==> src/rtl/assert_macros.svh <==
// Assertion macros shared by the packet reorder window RTL.
// Simulation builds get concurrent assertions; synthesis builds get empty bodies.
`ifndef ASSERT_MACROS_SVH
`define ASSERT_MACROS_SVH

`ifndef SYNTHESIS

// antecedent implies consequent in the same cycle
`define PRW_ASSERT_IMPL(name, clk, rst, ante, cons) \
  name: assert property (@(posedge clk) disable iff (rst) (ante) |-> (cons)) \
    else $error("prw assertion failed");

// antecedent implies consequent in the next cycle
`define PRW_ASSERT_NEXT(name, clk, rst, ante, cons) \
  name: assert property (@(posedge clk) disable iff (rst) (ante) |=> (cons)) \
    else $error("prw assertion failed");

`else

`define PRW_ASSERT_IMPL(name, clk, rst, ante, cons)
`define PRW_ASSERT_NEXT(name, clk, rst, ante, cons)

`endif

`endif

==> src/rtl/prw_pkg.sv <==
// Shared types and constants of the packet reorder window.
// No dependencies.
`timescale 1ns / 1ps

package prw_pkg;

  localparam int CFG_IDX_W  = 2;
  localparam int CFG_DATA_W = 16;
  localparam int SEQ_BITS_W = 5;
  localparam int WIN_W      = 5;
  localparam int INIT_W     = 16;

  // configuration register indexes
  localparam logic [CFG_IDX_W-1:0] CFG_SEQ_BITS = 2'd0;
  localparam logic [CFG_IDX_W-1:0] CFG_WIN_SIZE = 2'd1;
  localparam logic [CFG_IDX_W-1:0] CFG_INIT_SEQ = 2'd2;

  localparam logic [SEQ_BITS_W-1:0] RST_SEQ_BITS = 5'd16;
  localparam logic [WIN_W-1:0]      RST_WIN_SIZE = 5'd16;
  localparam logic [INIT_W-1:0]     RST_INIT_SEQ = 16'd0;

  typedef enum logic [2:0] {
    KIND_RELEASED = 3'd0,
    KIND_BUFFERED = 3'd1,
    KIND_DROPPED  = 3'd2,
    KIND_WAITING  = 3'd3,
    KIND_REPORT   = 3'd4
  } kind_t;

  // control from the configuration registers to the engine
  typedef struct packed {
    logic hold;     // config write in progress, no new transaction
    logic restart;  // reload expected number, empty the window
  } cfg_ctl_t;

endpackage

==> src/rtl/prw_slot_ram.sv <==
// Slot memory of the reorder window: one sequence number per window slot.
// Synchronous write, registered read. No dependencies.
`timescale 1ns / 1ps

module prw_slot_ram #(
  parameter int DATA_W = 16,
  parameter int DEPTH  = 16,
  parameter int ADDR_W = 4
) (
  input  logic              clk,
  input  logic              we,
  input  logic [ADDR_W-1:0] waddr,
  input  logic [DATA_W-1:0] wdata,
  input  logic              re,
  input  logic [ADDR_W-1:0] raddr,
  output logic [DATA_W-1:0] rdata
);

  logic [DATA_W-1:0] mem [DEPTH];

  always_ff @(posedge clk) begin
    if (we) begin
      mem[waddr] <= wdata;
    end
  end

  // read data holds until the next read
  always_ff @(posedge clk) begin
    if (re) begin
      rdata <= mem[raddr];
    end
  end

endmodule

==> src/rtl/prw_engine.sv <==
// Reorder engine: expected number, slot occupancy, sequencer and output register.
// Uses prw_pkg, assert_macros.svh; drives the slot memory prw_slot_ram.
`timescale 1ns / 1ps
`include "assert_macros.svh"

module prw_engine #(
  parameter int SEQ_WIDTH  = 16,
  parameter int WINDOW_MAX = 16,
  parameter int IDX_W      = 4,
  parameter int CNT_W      = 5
) (
  input  logic                  clk,
  input  logic                  rst,
  input  prw_pkg::cfg_ctl_t     ctl,
  input  logic [SEQ_WIDTH-1:0]  seq_mask,
  input  logic [CNT_W-1:0]      win_eff,
  input  logic [SEQ_WIDTH-1:0]  init_eff,
  input  logic                  in_valid,
  output logic                  in_ready,
  input  logic                  req_type,
  input  logic [SEQ_WIDTH-1:0]  packet_seq,
  output logic                  out_valid,
  input  logic                  out_ready,
  output logic [2:0]            out_kind,
  output logic [SEQ_WIDTH-1:0]  out_seq,
  output logic [SEQ_WIDTH-1:0]  out_exp,
  output logic                  out_last,
  output logic                  ram_we,
  output logic [IDX_W-1:0]      ram_waddr,
  output logic [SEQ_WIDTH-1:0]  ram_wdata,
  output logic                  ram_re,
  output logic [IDX_W-1:0]      ram_raddr,
  input  logic [SEQ_WIDTH-1:0]  ram_rdata
);

  localparam int CW = (SEQ_WIDTH > CNT_W) ? SEQ_WIDTH : CNT_W;
  localparam logic [IDX_W:0]   WIN_LIM = (IDX_W+1)'(WINDOW_MAX);
  localparam logic [IDX_W-1:0] LAST_D  = IDX_W'(WINDOW_MAX - 1);
  localparam logic [IDX_W-1:0] FIRST_D = IDX_W'(1);

  typedef enum logic [2:0] {
    S_IDLE,
    S_DECIDE,
    S_CHAIN,
    S_FLUSH,
    S_FLUSH_OUT,
    S_REPORT
  } state_t;

  state_t                state;
  logic                  item_flush;
  logic [SEQ_WIDTH-1:0]  item_seq;
  logic [SEQ_WIDTH-1:0]  expected;
  logic [IDX_W-1:0]      head;
  logic [IDX_W-1:0]      dcnt;
  logic [WINDOW_MAX-1:0] occ;
  prw_pkg::kind_t        kind_q;

  logic [SEQ_WIDTH-1:0]  seq_dist;
  logic                  dist_zero;
  logic                  out_of_range;
  logic                  in_win;
  logic [IDX_W-1:0]      slot_off;
  logic [IDX_W:0]        slot_sum;
  logic [IDX_W-1:0]      slot;
  logic [IDX_W-1:0]      head_inc;
  logic [SEQ_WIDTH-1:0]  exp_inc;
  logic                  out_free;

  assign out_free     = !out_valid || out_ready;
  assign in_ready     = (state == S_IDLE) && !ctl.hold;
  assign out_kind     = kind_q;

  assign seq_dist     = (item_seq - expected) & seq_mask;
  assign dist_zero    = (seq_dist == '0);
  assign out_of_range = |(item_seq & ~seq_mask);
  assign in_win       = CW'(seq_dist) < CW'(win_eff);
  assign exp_inc      = (expected + 1'b1) & seq_mask;
  assign head_inc     = (head == LAST_D) ? '0 : head + 1'b1;

  // slot of a distance ahead of the expected number, circular over the memory
  assign slot_off = (state == S_FLUSH || state == S_FLUSH_OUT) ? dcnt
                                                               : IDX_W'(seq_dist);
  assign slot_sum = {1'b0, head} + {1'b0, slot_off};
  assign slot     = (slot_sum >= WIN_LIM) ? IDX_W'(slot_sum - WIN_LIM)
                                          : IDX_W'(slot_sum);

  assign ram_waddr = slot;
  assign ram_wdata = item_seq;

  // writes happen only on a decision, reads on an in-order decision, in the
  // release chain or the flush scan, so no access to one entry can overlap another
  always_comb begin
    ram_we    = 1'b0;
    ram_re    = 1'b0;
    ram_raddr = head_inc;
    unique case (state)
      S_DECIDE: begin
        if (out_free && !item_flush && !out_of_range) begin
          if (dist_zero) begin
            ram_re = occ[head_inc];
          end else if (in_win && !occ[slot]) begin
            ram_we = 1'b1;
          end
        end
      end
      S_CHAIN: begin
        ram_re = out_free && occ[head_inc];
      end
      S_FLUSH: begin
        ram_re    = occ[slot];
        ram_raddr = slot;
      end
      default: ;
    endcase
  end

  always_ff @(posedge clk) begin
    if (rst) begin
      state     <= S_IDLE;
      out_valid <= 1'b0;
      occ       <= '0;
      expected  <= '0;
      head      <= '0;
    end else begin
      if (out_valid && out_ready) begin
        out_valid <= 1'b0;
      end
      unique case (state)
        S_IDLE: begin
          if (in_valid && in_ready) begin
            item_flush <= req_type;
            item_seq   <= packet_seq;
            state      <= S_DECIDE;
          end
        end
        S_DECIDE: begin
          if (out_free) begin
            if (item_flush) begin
              dcnt  <= FIRST_D;
              state <= S_FLUSH;
            end else begin
              out_valid <= 1'b1;
              out_seq   <= item_seq;
              out_exp   <= expected;
              out_last  <= 1'b1;
              state     <= S_IDLE;
              priority if (out_of_range) begin
                kind_q <= prw_pkg::KIND_DROPPED;
              end else if (dist_zero) begin
                kind_q   <= prw_pkg::KIND_RELEASED;
                out_exp  <= exp_inc;
                out_last <= !occ[head_inc];
                expected <= exp_inc;
                head     <= head_inc;
                if (occ[head_inc]) begin
                  state <= S_CHAIN;
                end
              end else if (!in_win || occ[slot]) begin
                kind_q <= prw_pkg::KIND_DROPPED;
              end else begin
                kind_q    <= prw_pkg::KIND_BUFFERED;
                occ[slot] <= 1'b1;
              end
            end
          end
        end
        S_CHAIN: begin
          // memory data of the slot at head is ready in this state
          if (out_free) begin
            out_valid <= 1'b1;
            kind_q    <= prw_pkg::KIND_RELEASED;
            out_seq   <= ram_rdata;
            out_exp   <= exp_inc;
            out_last  <= !occ[head_inc];
            occ[head] <= 1'b0;
            expected  <= exp_inc;
            head      <= head_inc;
            if (!occ[head_inc]) begin
              state <= S_IDLE;
            end
          end
        end
        S_FLUSH: begin
          if (occ[slot]) begin
            state <= S_FLUSH_OUT;
          end else if (dcnt == LAST_D) begin
            state <= S_REPORT;
          end else begin
            dcnt <= dcnt + 1'b1;
          end
        end
        S_FLUSH_OUT: begin
          if (out_free) begin
            out_valid <= 1'b1;
            kind_q    <= prw_pkg::KIND_WAITING;
            out_seq   <= ram_rdata;
            out_exp   <= expected;
            out_last  <= 1'b0;
            occ[slot] <= 1'b0;
            if (dcnt == LAST_D) begin
              state <= S_REPORT;
            end else begin
              dcnt  <= dcnt + 1'b1;
              state <= S_FLUSH;
            end
          end
        end
        S_REPORT: begin
          if (out_free) begin
            out_valid <= 1'b1;
            kind_q    <= prw_pkg::KIND_REPORT;
            out_seq   <= expected;
            out_exp   <= expected;
            out_last  <= 1'b1;
            occ       <= '0;
            state     <= S_IDLE;
          end
        end
        default: state <= S_IDLE;
      endcase
      // a config write to a defined register restarts the window
      if (ctl.restart) begin
        state     <= S_IDLE;
        out_valid <= 1'b0;
        occ       <= '0;
        expected  <= init_eff;
        head      <= '0;
      end
    end
  end

  `PRW_ASSERT_IMPL(a_chain_slot_full, clk, rst, state == S_CHAIN, occ[head])
  `PRW_ASSERT_IMPL(a_idle_head_empty, clk, rst, state == S_IDLE, !occ[head])
  `PRW_ASSERT_IMPL(a_more_follow, clk, rst, out_valid && !out_last, state != S_IDLE)
  `PRW_ASSERT_NEXT(a_report_empties, clk, rst, state == S_REPORT && out_free, occ == '0)
  `PRW_ASSERT_IMPL(a_release_exp, clk, rst,
                   out_valid && !ctl.restart && kind_q == prw_pkg::KIND_RELEASED,
                   out_exp == ((out_seq + 1'b1) & seq_mask))

endmodule

==> src/rtl/packet_reorder_window.sv <==
// Top level of the packet reorder window: configuration registers and wiring
// of the engine to its slot memory. Uses prw_pkg, prw_engine, prw_slot_ram.
`timescale 1ns / 1ps

//  channel   signals                                     handshake
//  in        req_type, packet_seq                        in_valid / in_ready
//  out       kind, seq_value, expected_seq, last         out_valid / out_ready
//  cfg       cfg_index, cfg_data                         cfg_we, no wait
//
//  An arrival is accepted, then decided in the slot memory; each further packet
//  released by it is paced by the memory read.
//  A flush is accepted and decided, then scans WINDOW_MAX - 1 slots, one per cycle
//  while empty even under a stall, with an output per waiting packet, then reports.
//  Reset is synchronous; a defined config write restarts the window via a registered
//  pulse, with in_ready low meanwhile. A stalled output register otherwise holds the engine.

module packet_reorder_window #(
  parameter int SEQ_WIDTH  = 16,
  parameter int WINDOW_MAX = 16
) (
  input  logic                             clk,
  input  logic                             rst,
  input  logic                             in_valid,
  output logic                             in_ready,
  input  logic                             req_type,
  input  logic [SEQ_WIDTH-1:0]             packet_seq,
  output logic                             out_valid,
  input  logic                             out_ready,
  output logic [2:0]                       kind,
  output logic [SEQ_WIDTH-1:0]             seq_value,
  output logic [SEQ_WIDTH-1:0]             expected_seq,
  output logic                             last,
  input  logic                             cfg_we,
  input  logic [prw_pkg::CFG_IDX_W-1:0]    cfg_index,
  input  logic [prw_pkg::CFG_DATA_W-1:0]   cfg_data
);

  localparam int IDX_W = $clog2(WINDOW_MAX);
  localparam int CNT_W = $clog2(WINDOW_MAX + 1);
  localparam int WW    = (CNT_W > prw_pkg::WIN_W) ? CNT_W : prw_pkg::WIN_W;

  logic [prw_pkg::SEQ_BITS_W-1:0] seq_bits;
  logic [prw_pkg::WIN_W-1:0]      win_size;
  logic [prw_pkg::INIT_W-1:0]     init_seq;
  logic                           restart;

  logic [5:0]           bits_eff;
  logic [SEQ_WIDTH-1:0] seq_mask;
  logic [CNT_W-1:0]     win_eff;
  logic [SEQ_WIDTH-1:0] init_eff;
  prw_pkg::cfg_ctl_t    ctl;

  logic                 ram_we;
  logic [IDX_W-1:0]     ram_waddr;
  logic [SEQ_WIDTH-1:0] ram_wdata;
  logic                 ram_re;
  logic [IDX_W-1:0]     ram_raddr;
  logic [SEQ_WIDTH-1:0] ram_rdata;

  always_ff @(posedge clk) begin
    if (rst) begin
      seq_bits <= prw_pkg::RST_SEQ_BITS;
      win_size <= prw_pkg::RST_WIN_SIZE;
      init_seq <= prw_pkg::RST_INIT_SEQ;
      restart  <= 1'b0;
    end else begin
      restart <= 1'b0;
      if (cfg_we) begin
        unique case (cfg_index)
          prw_pkg::CFG_SEQ_BITS: begin
            seq_bits <= cfg_data[prw_pkg::SEQ_BITS_W-1:0];
            restart  <= 1'b1;
          end
          prw_pkg::CFG_WIN_SIZE: begin
            win_size <= cfg_data[prw_pkg::WIN_W-1:0];
            restart  <= 1'b1;
          end
          prw_pkg::CFG_INIT_SEQ: begin
            init_seq <= cfg_data[prw_pkg::INIT_W-1:0];
            restart  <= 1'b1;
          end
          default: ;
        endcase
      end
    end
  end

  // sequence width saturates to 1 .. SEQ_WIDTH
  always_comb begin
    if (seq_bits == '0) begin
      bits_eff = 6'd1;
    end else if (6'(seq_bits) > 6'(SEQ_WIDTH)) begin
      bits_eff = 6'(SEQ_WIDTH);
    end else begin
      bits_eff = 6'(seq_bits);
    end
    for (int i = 0; i < SEQ_WIDTH; i++) begin
      seq_mask[i] = 6'(i) < bits_eff;
    end
  end

  assign win_eff  = (WW'(win_size) > WW'(WINDOW_MAX)) ? CNT_W'(WINDOW_MAX) : CNT_W'(win_size);
  assign init_eff = SEQ_WIDTH'(init_seq) & seq_mask;

  assign ctl.hold    = cfg_we || restart;
  assign ctl.restart = restart;

  prw_engine #(
    .SEQ_WIDTH  (SEQ_WIDTH),
    .WINDOW_MAX (WINDOW_MAX),
    .IDX_W      (IDX_W),
    .CNT_W      (CNT_W)
  ) u_engine (
    .clk        (clk),
    .rst        (rst),
    .ctl        (ctl),
    .seq_mask   (seq_mask),
    .win_eff    (win_eff),
    .init_eff   (init_eff),
    .in_valid   (in_valid),
    .in_ready   (in_ready),
    .req_type   (req_type),
    .packet_seq (packet_seq),
    .out_valid  (out_valid),
    .out_ready  (out_ready),
    .out_kind   (kind),
    .out_seq    (seq_value),
    .out_exp    (expected_seq),
    .out_last   (last),
    .ram_we     (ram_we),
    .ram_waddr  (ram_waddr),
    .ram_wdata  (ram_wdata),
    .ram_re     (ram_re),
    .ram_raddr  (ram_raddr),
    .ram_rdata  (ram_rdata)
  );

  prw_slot_ram #(
    .DATA_W (SEQ_WIDTH),
    .DEPTH  (WINDOW_MAX),
    .ADDR_W (IDX_W)
  ) u_slot_ram (
    .clk   (clk),
    .we    (ram_we),
    .waddr (ram_waddr),
    .wdata (ram_wdata),
    .re    (ram_re),
    .raddr (ram_raddr),
    .rdata (ram_rdata)
  );

endmodule

==> config.mk <==
export PLATFORM = sky130hd
export DESIGN_NAME = packet_reorder_window
export DESIGN_NICKNAME = d
export VERILOG_FILES = /design/src/rtl/prw_pkg.sv /design/src/rtl/prw_slot_ram.sv /design/src/rtl/prw_engine.sv /design/src/rtl/packet_reorder_window.sv
export VERILOG_INCLUDE_DIRS = /design/src /design/src/rtl
export SDC_FILE = /design/constraint.sdc
export NUM_CORES = 1
export LEC_CHECK = 0
export BUFFER_PORTS_ARGS = -buffer_cell sky130_fd_sc_hd__buf_4
export CAP_MARGIN = 0
export CORE_MARGIN = 2
export CORE_UTILIZATION = 50
export CTS_BUF_LIST = sky130_fd_sc_hd__clkbuf_4 sky130_fd_sc_hd__clkbuf_8
export DETAILED_ROUTE_END_ITERATION = 8
export PLACE_DENSITY = 0.67
export SLEW_MARGIN = 20
export SYNTH_ARGS = -nofsm -noshare
export SYNTH_HDL_FRONTEND = slang
export SYNTH_HIERARCHICAL = 1
export SYNTH_SLANG_ARGS = --single-unit
==> constraint.sdc <==
create_clock -name clk -period 6 [get_ports clk]
set_input_delay 0.3 -clock clk [delete_from_list [all_inputs] [get_ports clk]]
set_output_delay 0.3 -clock clk [all_outputs]
set_load 0.05 [all_outputs]
# After elaboration in Yosys (flattened, before gate mapping)
# Memory sizes are Yosys's and may differ from the RTL's. A register that Yosys moved wholly into a read port is not among the register bits.
# Cells that the tools add are included.
[totals] ff_bits=124 mem_bits_rw=256 inputBits=40 out_inout_bits=38 wordCells=231 memories=1
[op_classes] addsub=6 n_lt_le_gt_ge=25 eq_ne=28 mux=94 n_bitwise=12 n_reduce_logical=49
[mem_list] memory="u_slot_ram.mem" words=16 width=16 read_ports=1 rd_clocked_by_memory_dff=1 write_ports=1 line="prw_slot_ram.sv:19" text="logic [DATA_W-1:0] mem [DEPTH];"
[op_table] op="16-bit 2-to-1 mux" n=18
[op_table] op="16-bit bitwise AND" n=6
[op_table] op="16-bit one-hot mux with 3 select lines" n=2
[op_table] op="16-bit one-hot mux with 4 select lines" n=1
[op_table] op="4-bit 2-to-1 mux" n=14
[op_table] op="3-bit 2-to-1 mux" n=18
[op_table] op="4-bit by 6-bit < comparator with 1-bit output (first input constant)" n=8
[op_table] op="16-bit NOT" n=3
[op_table] op="16-bit one-hot mux with 2 select lines" n=1
[op_table] op="3-bit by 6-bit < comparator with 1-bit output (first input constant)" n=4
[op_table] op="1-bit 2-to-1 mux" n=24
[op_table] op="6-bit AND reduction" n=4
[op_table] op="3-bit one-hot mux with 6 select lines" n=1
[op_table] op="16-bit by 1-bit adder with 16-bit output (second input constant)" n=1
[op_table] op="16-bit zero test" n=1
[op_table] op="16-bit by 5-bit < comparator with 1-bit output" n=1
[op_table] op="2-bit by 1-bit != test with 1-bit output (second input constant)" n=8
[op_table] op="16-bit bitwise OR" n=1
[op_table] op="16-bit OR reduction" n=1
[op_table] op="16-bit subtractor" n=1
[op_table] op="4-bit by 5-bit < comparator with 1-bit output (second input constant)" n=3
[op_table] op="5-bit 2-to-1 mux" n=3
[op_table] op="2-bit != test (second input constant)" n=7
[op_table] op="7-bit AND reduction" n=2
[op_table] op="41 further kinds" n=81

# Logic depth before layout (Yosys ltp)
# Gate-level depths: netlist of run 1.
[logic_depth] ltp_word=20 ltp_mapped=18 ltp_nobuf=16

# Hierarchy
# Netlist of run 1, hierarchy kept.
[by_module_without_submodules] mod="prw_slot_ram" instances=1 cells_per_inst=432 area_per_inst_um2=10202.3 seq_area_each_um2=8167.8
[by_module_without_submodules] mod="prw_engine" instances=1 cells_per_inst=821 area_per_inst_um2=7014.2 seq_area_each_um2=2512.4
[by_module_without_submodules] mod="packet_reorder_window" instances=1 cells_per_inst=165 area_per_inst_um2=1448.9 seq_area_each_um2=540.5

# Least setup slack after synthesis of run 1
# No wires, ideal clock.
[synth_timing] path_kind="reg2reg" startpoint="register u_engine.item_seq[0] (netlist: u_engine/ram_wdata[0])" endpoint="memory u_slot_ram.mem[0][0], enable pin" setup_ns=0.409 t_arrival_ns=5.702 t_required_ns=5.591 slack_ns=-0.111 stages_incl_launch_ff=16 n_path_buf=1 period_less_slack_ns=6.111 path_cell_list="edfxtp_1 inv_1 ha_1 fa_1 nor2b_1 mux2_2 inv_1 fa_1 mux4_2 mux4_2 nor4b_4 nand4_2 buf_2 inv_1 or3b_2 nor3_1"
[synth_via] elab_chain_len=16 elab_cells_between_ends=23 classes_between="add/sub (3); order compare (2); mux (10); bitwise (2); reduce/logical (6)"
[synth_rtl] item="start: declaration" line="prw_engine.sv:52" text="logic [SEQ_WIDTH-1:0] item_seq;"
[synth_rtl] item="start signal: assignment" line="prw_engine.sv:133" text="item_seq <= packet_seq;"
[synth_rtl] item="16-bit subtractor" line="prw_engine.sv:74" text="assign seq_dist = (item_seq - expected) & seq_mask;"
[synth_rtl] item="16-bit bitwise AND" line="prw_engine.sv:74"
[synth_rtl] item="4-bit 2-to-1 mux" line="prw_engine.sv:82" text="assign slot_off = (state == S_FLUSH || state == S_FLUSH_OUT) ? dcnt"
[synth_rtl] item="4-bit by 4-bit adder with 5-bit output" line="prw_engine.sv:84" text="assign slot_sum = {1'b0, head} + {1'b0, slot_off};"
[synth_rtl] item="4-bit by 1-bit subtractor with 4-bit output / 5-bit >= comparator (equally long branches)" line="prw_engine.sv:85" text="assign slot = (slot_sum >= WIN_LIM) ? IDX_W'(slot_sum - WIN_LIM)"
[synth_rtl] item="4-bit 2-to-1 mux" line="prw_engine.sv:85"
[synth_rtl] item="1-bit binary-select mux with 4-bit select" line="prw_engine.sv:102" text="end else if (in_win && !occ[slot]) begin"
[synth_rtl] item="1-bit 2-to-1 mux (implied by the code)" line="prw_engine.sv:102"
[synth_rtl] item="1-bit zero test" line="prw_engine.sv:102"
[synth_rtl] item="1-bit logical AND" line="prw_engine.sv:102"
[synth_rtl] item="1-bit 2-to-1 mux" line="prw_engine.sv:102"
[synth_rtl] item="1-bit 2-to-1 mux" line="prw_engine.sv:100" text="if (dist_zero) begin"
[synth_rtl] item="1-bit 2-to-1 mux *" line="prw_engine.sv:99" text="if (out_free && !item_flush && !out_of_range) begin"
[synth_rtl] item="1-bit 2-to-1 mux *" line="prw_engine.sv:97" text="unique case (state)"
[synth_rtl] item="via ram_we" line="packet_reorder_window.sv:53" text="logic ram_we;"
[synth_rtl] item="1-bit 2-to-1 mux *" line="prw_slot_ram.sv:22" text="if (we) begin"
[synth_rtl] item="1-bit 2-to-1 mux (implied by the code) *" line="prw_slot_ram.sv:23" text="mem[waddr] <= wdata;"
[synth_rtl] item="end: declaration" line="prw_slot_ram.sv:19"
# The timed path passes the listed nets; every way through them passes the cells marked *. The select of a mux whose other input is x is not followed.

# Worst setup path after layout of run 1
[layout_timing] startpoint="register u_engine.item_seq[0] (netlist: u_engine/ram_wdata[0])" endpoint="memory u_slot_ram.mem[3][10], enable pin"
# Same word-level chain as after synthesis.

==> results_dict.tcl, run 1 <==
set metrics [dict create \
    place_congestion 0.961 \
    io_buffer_count 77 \
    via_per_inst 6.13 \
    hp-class "in -> reg" \
    cp_cell_sequence "inv_1, ha_1, fa_1, nor2b_1, mux2_2, inv_1, fa_1, buf_4, mux4_2, mux4_2, nor4b_4, nand4_2, inv_1, or3b_2, nor2_1, buf_4" \
    synth_area_leader_cell "edfxtp_1" \
    cts_setup_buffers 0 \
    clk_pin_slew_ns 0.06 \
    clockRootBuffer "clkbuf_8" \
    dpl_cell_area_mm2 0.0200 \
    ant_nets 0 \
    cts_sinks 396 \
    synth.most_common_cell "edfxtp_1" \
    worstSetupStartpointType "flip-flop" \
    grt_overflow_total 0 \
    die_y_um 197 \
    coreArea_mm2 0.0367 \
    path_max_fanout 16 \
    insertion_delay_ns 0.68 \
    synth_area_leaders "edfxtp_1, mux4_2, dfxtp_1" \
    relSlewSlack_pct 29.1 \
    synth_area_mm2 0.0187 \
    cp_slowest_cell "mux4_2" \
    cts.repair.resized 0 \
    ys_seq_area_share_pct 60.1 \
    ir_worst_vdd_v 0.000190 \
    antenna_found_initial 0 \
    setup_viol 0 \
    period_share_pct 93.9 \
    reg2reg_depth 16 \
    first_pass_iters 6 \
    rsz0062_at_grt "no" \
    worstPathRequired_ns 6.31 \
    io_pins 78 \
    p_total_mw 7.65 \
    hpwl_mm 33.6 \
    async_reset_ff_share_pct 0 \
    dpl_worst_slack_ns 0.423 \
    grt_pass1_vias 12585 \
    first_iter_violations 1592 \
    grt_pass1_wl_mm 74.4 \
    fin_setup_tns_ns 0 \
    grt_max_degree 68 \
    whs_ns 0.0201 \
    drt-total-wl_mm 50.0 \
    synth_top_area_share_pct 52.9 \
    grt_usage_pct 26.0 \
    critPathMaxStageDelay_ns 0.58 \
    hold_depth 3 \
    fin_crit_ns 5.63 \
    cp.arrival_ns 5.95 \
    drv_slew 0 \
    dieArea_mm2 0.0389 \
    p_leak_nw 7.48 \
    diodes 0 \
    ys.flop_type "edfxtp_1" \
    hold_viol 0 \
    powerDensity_mw_per_mm2 355 \
    holdBufCountCts 36 \
    syn_area_per_cell_um2 13.2 \
    worst_slack_ns 0.367 \
    synth_commonest_cells "edfxtp_1, nor2_1, nand2_1, o21ai_0, dfxtp_1" \
    floorplan.initialDensity_pct 50.9 \
    synth_warnings 6 \
    critPathCaptureType "flip-flop" \
    clk_path_buf_depth 3 \
    cts-buffers-inserted 61 \
    outcome "complete, no violations" \
    syn-instance-count 1418 \
    final_area_mm2 0.0216 \
    drive_gt1_share_pct 19.9 \
    worst-setup-path-type "reg -> reg" \
    final.fill_count 2883 \
    post_drt_wl_per_cell_um 24.0 \
    dr_total_vias 12778 \
    cap_violations 0 \
    yosys_register_bits 396 \
    layout.nets 1638 \
    rows 70 \
    die_w_um 197 \
    cts_tree "yes" \
    htree_levels 2 \
    fin_skew_ns 0.0561 \
    crit_top_cell "inv_1" \
    synth_edf_count 329 \
    ys_types 79 \
    area_growth_pct 15.5 \
    drc 0 \
    worstMarginPinSlew_ns 1.06 \
    max_freq_ghz 0.178 \
]
[kinds of logic after synthesis]
logic type / Yosys count / synth area share [%]
simple gates: 408 / 11.5
compound gates: 302 / 10.8
flops: 396 / 60.1
fa+ha+maj: 30 / 2.09
other cells: 1 / 0.0201
buf+inv: 141 / 3.17
mux: 123 / 11.6
xor+xnor: 17 / 0.798
[metrics by stage]
| stage | util [%] | instances |
|---|---|---|
| floorplan | - | 1420 |
| global placement | 54.4 | 1937 |
| detailed placement | 54.4 | 1937 |
| CTS | 58.7 | 2084 |
| global route | 58.7 | 2084 |
| finish | 58.7 | 2084 |
[worst paths after layout]
kind,start,end,slack [ns]
max reg2reg,u_engine/ram_wdata[0],u_slot_ram/mem[3][10],0.37
min reg2reg,init_seq[11],init_seq[11],0.48
max,u_engine/ram_wdata[0],u_slot_ram/mem[3][10],0.37
min,cfg_data[2],init_seq[2],0.02
[critical path, delay by kind of cell (launching register included)]
kind                       cells  cell delay (ns)
muxes                          3             1.13
and+or+nand+nor                5             1.68
buffers and inverters          5             0.96
adders and majority gates      3             1.16
DFF                            1             0.38
[cell usage in the layout (no fill, tap or decap), types with 11 or more instances in the layout]
cell           netlist  routed
ha_1                28      28
nor3_1              24      20
a31oi_1             12      11
nor2b_1             31      30
a221oi_1            22      22
o31ai_1             16      15
clkbuf_4             0      12
dlygate4sd3_1        0      36
inv_1               57      57
clkbuf_8             0      61
nand2b_1            60      60
o21ai_0             72      71
clkinv_1             2      20
mux4_2              60      60
nand2_1             79      79
edfxtp_1           329     329
a22oi_1             32      32
a21oi_1             58      58
nand3_1             27      27
o22ai_1             13      13
nor2_1              97      97
dfxtp_1             67      67
mux2i_1             43      43
clkinv_2             0      13
buf_4                3     129
or3_1               21      21
[state kept, by name, summed over array words and instances, names as in the netlist, 3 cells and up]
register            flops
u_engine/out_seq       16
u_engine/out_kind       3
u_engine/ram_wdata     16
win_size                5
u_engine/out_exp       16
u_slot_ram/rdata       16
u_slot_ram/mem        256
u_engine/head           4
u_engine/occ           16
init_seq               16
u_engine/state          3
seq_bits                5
u_engine/expected      16
u_engine/dcnt           4
[where the power goes]
group	switching (mW)	internal, mW	total, mW
clock	1.04	1.24	2.28
combinational	1.43	0.699	2.12
sequential	0.0879	3.16	3.24
[per-layer routing]
layer | routed length (um) | vias up | global-route usage, %
met5 | 0 | - | 0
met4 | 2120 | 0 | 11.9
met3 | 4600 | 112 | 6.81
met2 | 22600 | 604 | 38.8
met1 | 20700 | 6311 | 35.9
li1 | - | 5751 | -
[final cells by class]
class / instances / area (um^2) / share of cell area (%)
flip-flops and latches: 396 / 11200 / 52.1
multi-input cells: 883 / 6930 / 32.1
repair buffers: 167 / 1370 / 6.35
clock buffers: 73 / 930 / 4.31
well taps: 468 / 586 / 2.72
clock inverters: 38 / 302 / 1.40
inverters: 59 / 221 / 1.03
(Power assumes the default switching activity.)
==> inputs of run 2 (changes only) <==
--- a/config.mk
+++ b/config.mk
@@ -12,7 +12,7 @@
 export CORE_UTILIZATION = 50
 export CTS_BUF_LIST = sky130_fd_sc_hd__clkbuf_4 sky130_fd_sc_hd__clkbuf_8
 export DETAILED_ROUTE_END_ITERATION = 8
-export PLACE_DENSITY = 0.67
+export PLACE_DENSITY = 0.65
 export SLEW_MARGIN = 20
 export SYNTH_ARGS = -nofsm -noshare
 export SYNTH_HDL_FRONTEND = slang
==> constraint.sdc (replaced) <==
create_clock -name clk -period 6.3 [get_ports clk]
set_input_delay 0.315 -clock clk [delete_from_list [all_inputs] [get_ports clk]]
set_output_delay 0.315 -clock clk [all_outputs]
set_load 0.05 [all_outputs]
==> results_dict.tcl, run 2 (synthesis results as in run 1) <==
set metrics [dict create \
    ir_worst_vdd_v 0.000219 \
    drt-total-wl_mm 50.6 \
    grt_pass1_wl_mm 74.4 \
    cts_setup_buffers 0 \
    fin_crit_ns 5.70 \
    crit_top_cell "inv_1" \
    htree_levels 3 \
    first_pass_iters 6 \
    io_pins 78 \
    antenna_found_initial 0 \
    die_w_um 197 \
    rows 70 \
    cts.repair.resized 0 \
    p_leak_nw 7.53 \
    worstSetupStartpointType "flip-flop" \
    via_per_inst 6.12 \
    drc 0 \
    area_growth_pct 16.1 \
    cap_violations 0 \
    p_seq_share_pct 41.0 \
    powerDensity_mw_per_mm2 348 \
    cts_sinks 396 \
    floorplan.initialDensity_pct 50.9 \
    critPathCaptureType "flip-flop" \
    post_drt_wl_per_cell_um 24.2 \
    rsz0062_at_grt "no" \
    clk_path_buf_depth 3 \
    hold_viol 0 \
    p_total_mw 7.55 \
    ant_nets 0 \
    seq_area_mm2 0.0112 \
    drv_slew 0 \
    final_area_mm2 0.0217 \
    setup_viol 0 \
    cts-buffers-inserted 68 \
    cp_cell_sequence "inv_1, ha_1, fa_1, nor2b_1, mux2_2, inv_1, fa_1, buf_4, mux4_2, mux4_2, nor4b_4, nand4_2, inv_1, or3b_2, nor3_2, buf_4" \
    final_core_util_pct 59.1 \
    intPower_mw 5.03 \
    pwr-share-comb_pct 26.7 \
    cp_slowest_cell "mux4_2" \
    dieArea_mm2 0.0389 \
    period_share_pct 90.5 \
    grt_overflow_total 0 \
    insertion_delay_ns 0.62 \
    path_max_fanout 16 \
    hp-class "in -> reg" \
    place_congestion 0.959 \
    diodes 0 \
    fin_setup_tns_ns 0 \
    largest_register_ff_count 256 \
    max_freq_ghz 0.175 \
    dr_total_vias 12770 \
    cts_tree "yes" \
    layout.nets 1636 \
    top_register "u_slot_ram/mem" \
    hpwl_mm 33.5 \
    switching_share_pct 33.4 \
    critPathMaxStageDelay_ns 0.58 \
    clk_pin_slew_ns 0.06 \
    die_y_um 197 \
    first_iter_violations 1420 \
    reg2reg_slack_ns 0.60 \
    reg2reg_depth 16 \
    grt_max_degree 68 \
    grt_pass1_vias 12264 \
    path_depth 16 \
    grt_usage_pct 26.1 \
    cp.arrival_ns 5.99 \
    holdBufCountCts 31 \
    hold_depth 3 \
    io_buffer_count 77 \
    relSlewSlack_pct 34.4 \
    clockPowerShare_pct 32.3 \
    final_common_cell "edfxtp_1" \
    worstMarginPinSlew_ns 0.983 \
    worst-path-buf-inv 5 \
    multi_input_area_mm2 0.00694 \
    layout_common_cells "edfxtp_1, buf_4, nor2_1" \
    whs_ns 0.0609 \
    fin_skew_ns 0.0277 \
    dpl_cell_area_mm2 0.0199 \
    clockRootBuffer "clkbuf_8" \
    worst-setup-path-type "reg -> reg" \
    final.fill_count 2927 \
    switching_power_mw 2.52 \
    drive_gt1_share_pct 20.8 \
    worstPathRequired_ns 6.59 \
    coreArea_mm2 0.0367 \
    outcome "complete, no violations" \
    cp_top_family "simple AND/OR/NAND/NOR gates" \
]
[run 2: cell count changes in the layout (fill, tap and decap cells not counted), sizes merged]
cell | before | now
buf | 131 | 127
bufinv | 5 | 4
clkbuf | 73 | 92
clkinv | 33 | 22
clkinvlp | 1 | 3
dlygate4sd3 | 36 | 31
inv | 58 | 60
[run 2: area by class of cell]
| type | instances | share of cell area, % |
|---|---|---|
| Tap cell | 468 | 2.70 |
| Timing Repair Buffer | 158 | 5.89 |
| Clock buffer | 92 | 5.32 |
| Inverter | 59 | 1.02 |
| Sequential cell | 396 | 51.8 |
| Clock inverter | 30 | 1.28 |
| Multi-Input combinational cell | 883 | 32.0 |
[run 2: worst min-delay path: stages]
cell      delay, ns
buf_4          0.08
nand2b_1       0.10
mux2i_1        0.13
[run 2: power groups by stage]
stage	sequential, mW	clock (mW)	combinational (mW)
after detailed placement	3.15	0	1.96
after CTS	3.09	2.49	1.98
after global placement	3.14	0	1.95
after global routing	3.10	2.60	2.15
after floorplan	3.34	0	1.14
final	3.10	2.44	2.01
[run 2: through the flow]
stage	setup slack [ns]	instances
CTS	0.644	2086
detailed placement	0.662	1933
floorplan	0.189	1420
finish	0.597	2086
global route	0.259	2086
global placement	0.787	1933
[run 2: path summary, 6_finish.rpt]
path / to / startpoint
worst max-delay path: u_slot_ram/mem[0][5] / u_engine/ram_wdata[0]
worst min-delay path: init_seq[1] / cfg_data[1]
worst max register to register: u_slot_ram/mem[0][5] / u_engine/ram_wdata[0]
worst min register to register: init_seq[14] / init_seq[14]
[run 2: layer usage]
metal / wire (um) / track usage (%) / vias up / share of wire (%)
met2: 23100 / 39.7 / 575 / 46
li1: - / - / 5768 / -
met1: 21900 / 37.3 / 6334 / 43
met3: 4100 / 5.29 / 93 / 8.1
met5: 0 / 0 / - / 0
met4: 1500 / 9.58 / 0 / 3.0
==> inputs of run 3 (changes only) <==
--- a/config.mk
+++ b/config.mk
@@ -10,7 +10,6 @@
 export CAP_MARGIN = 0
 export CORE_MARGIN = 2
 export CORE_UTILIZATION = 50
-export CTS_BUF_LIST = sky130_fd_sc_hd__clkbuf_4 sky130_fd_sc_hd__clkbuf_8
 export DETAILED_ROUTE_END_ITERATION = 8
 export PLACE_DENSITY = 0.65
 export SLEW_MARGIN = 20
==> results_dict.tcl, run 3 (synthesis results as in run 1) <==
set metrics [dict create \
    dieArea_mm2 0.0389 \
    grt_usage_pct 25.5 \
    relSlewSlack_pct 33.7 \
    layout.nets 1598 \
    grt_pass1_vias 12028 \
    final_core_util_pct 58.6 \
    cap_violations 0 \
    worst-setup-path-type "reg -> reg" \
    largest_register_ff_count 256 \
    cts_tree "yes" \
    io_pins 78 \
    die_w_um 197 \
    area_growth_pct 15.1 \
    first_pass_iters 6 \
    cp.arrival_ns 5.93 \
    path_max_fanout 16 \
    fin_skew_ns 0.0184 \
    reg2reg_slack_ns 0.59 \
    final_common_cell "edfxtp_1" \
    min_to "init_seq[11]" \
    drv_slew 0 \
    period_share_pct 90.6 \
    grt_overflow_total 0 \
    coreArea_mm2 0.0367 \
    hold_viol 0 \
    max_freq_ghz 0.175 \
    hp-class "in -> reg" \
    wl_met2_mm 22.9 \
    place_congestion 0.959 \
    met1Wirelength_mm 21.1 \
    cts_setup_buffers 0 \
    cts_sinks 396 \
    drt-total-wl_mm 49.6 \
    ir_worst_vdd_v 0.000250 \
    rows 70 \
    dr_wl_met3_mm 4.11 \
    rsz0062_at_grt "no" \
    r2r_end "u_slot_ram/mem[0][8]" \
    htree_levels 2 \
    worstPathRequired_ns 6.53 \
    holdBufCountCts 19 \
    antenna_found_initial 0 \
    holdCritStartpoint "cfg_data[11]" \
    dr_total_vias 12671 \
    clk_pin_slew_ns 0.06 \
    top_register "u_slot_ram/mem" \
    insertion_delay_ns 0.56 \
    hold_depth 3 \
    setup_viol 0 \
    drc 0 \
    first_iter_violations 1544 \
    fin_setup_tns_ns 0 \
    powerDensity_mw_per_mm2 349 \
    cts-buffers-inserted 42 \
    clockRootBuffer "clkbuf_16" \
    io_buffer_count 77 \
    whs_ns 0.0273 \
    clk_path_buf_depth 3 \
    floorplan.initialDensity_pct 50.9 \
    final.fill_count 2949 \
    grt_pass1_wl_mm 73.4 \
    outcome "complete, no violations" \
    worstMarginPinSlew_ns 0.991 \
    r2r_start "u_engine/ram_wdata[0]" \
    fin_crit_ns 5.71 \
    die_y_um 197 \
    p_leak_nw 7.39 \
    top_layer "met4" \
    cts.repair.resized 0 \
    post_drt_wl_per_cell_um 24.4 \
    ant_nets 0 \
    via_per_inst 6.24 \
    reg2reg_depth 16 \
    grt_max_degree 68 \
    worstSetupStartpointType "flip-flop" \
    layout_common_cells "edfxtp_1, buf_4, nor2_1" \
    drive_gt1_share_pct 18.7 \
    hpwl_mm 33.5 \
    critPathCaptureType "flip-flop" \
]
-- run 3: worst max-delay path: stages (launching register included) --
cell      delay [ns]
edfxtp_1        0.38
inv_1           0.11
ha_1            0.19
fa_1            0.41
nor2b_1         0.27
mux2_2          0.23
inv_1           0.05
fa_1            0.55
buf_4           0.22
mux4_2          0.33
mux4_2          0.58
nor4b_4         0.34
nand4_2         0.49
inv_1           0.27
or3b_2          0.52
nor3_2          0.12
buf_4           0.30
-- run 3: how the worst max path moves through the flow --
stage,start,end,slack [ns],cells past startpoint
4_1_cts,u_engine/ram_wdata[0],u_slot_ram/mem[0][9],0.64,16
2_1_floorplan,u_engine/ram_wdata[0],u_slot_ram/mem[0][0],0.19,15
6_report,u_engine/ram_wdata[0],u_slot_ram/mem[0][8],0.59,16
5_1_grt,u_engine/ram_wdata[0],u_slot_ram/mem[1][8],0.26,17
3_5_place_dp,u_engine/ram_wdata[0],u_slot_ram/mem[0][1],0.66,16
3_3_place_gp,u_engine/ram_wdata[0],u_slot_ram/mem[0][1],0.79,16
-- run 3: final cells by class --
type	count	area (um^2)	area share (%)
Sequential cell	396	11200	52.2
Multi-Input combinational cell	883	6940	32.3
Timing Repair Buffer	146	1160	5.38
Clock buffer	48	1090	5.09
Tap cell	468	586	2.72
Clock inverter	29	272	1.26
Inverter	59	221	1.03
Antenna cell	1	2.50	0.0116
-- run 3: stage by stage --
| stage | cells | power [mW] | cell area, um^2 | worst slack (ns) |
|---|---|---|---|---|
| after floorplan | 1420 | 4.47 | 18700 | 0.189 |
| after global placement | 1933 | 5.09 | 19900 | 0.787 |
| after detailed placement | 1933 | 5.11 | 19900 | 0.662 |
| after CTS | 2029 | 7.50 | 21500 | 0.635 |
| after global routing | 2029 | 7.79 | 21500 | 0.260 |
| final | 2030 | 7.49 | 21500 | 0.592 |
-- run 3: layer usage --
metal,global-route usage [%],vias to the layer above
li1,-,5681
met4,7.71,0
met1,37.2,6306
met5,0,-
met3,4.01,82
met2,39.8,602
-- run 3: where the power goes --
group | switching (mW) | total, mW | leakage (nW) | internal, mW
Combinational | 1.36 | 2.01 | 3.23 | 0.650
Sequential | 0.0904 | 3.10 | 3.51 | 3.01
Clock | 1.04 | 2.39 | 0.649 | 1.35
Total | 2.49 | 7.49 | 7.39 | 5.01
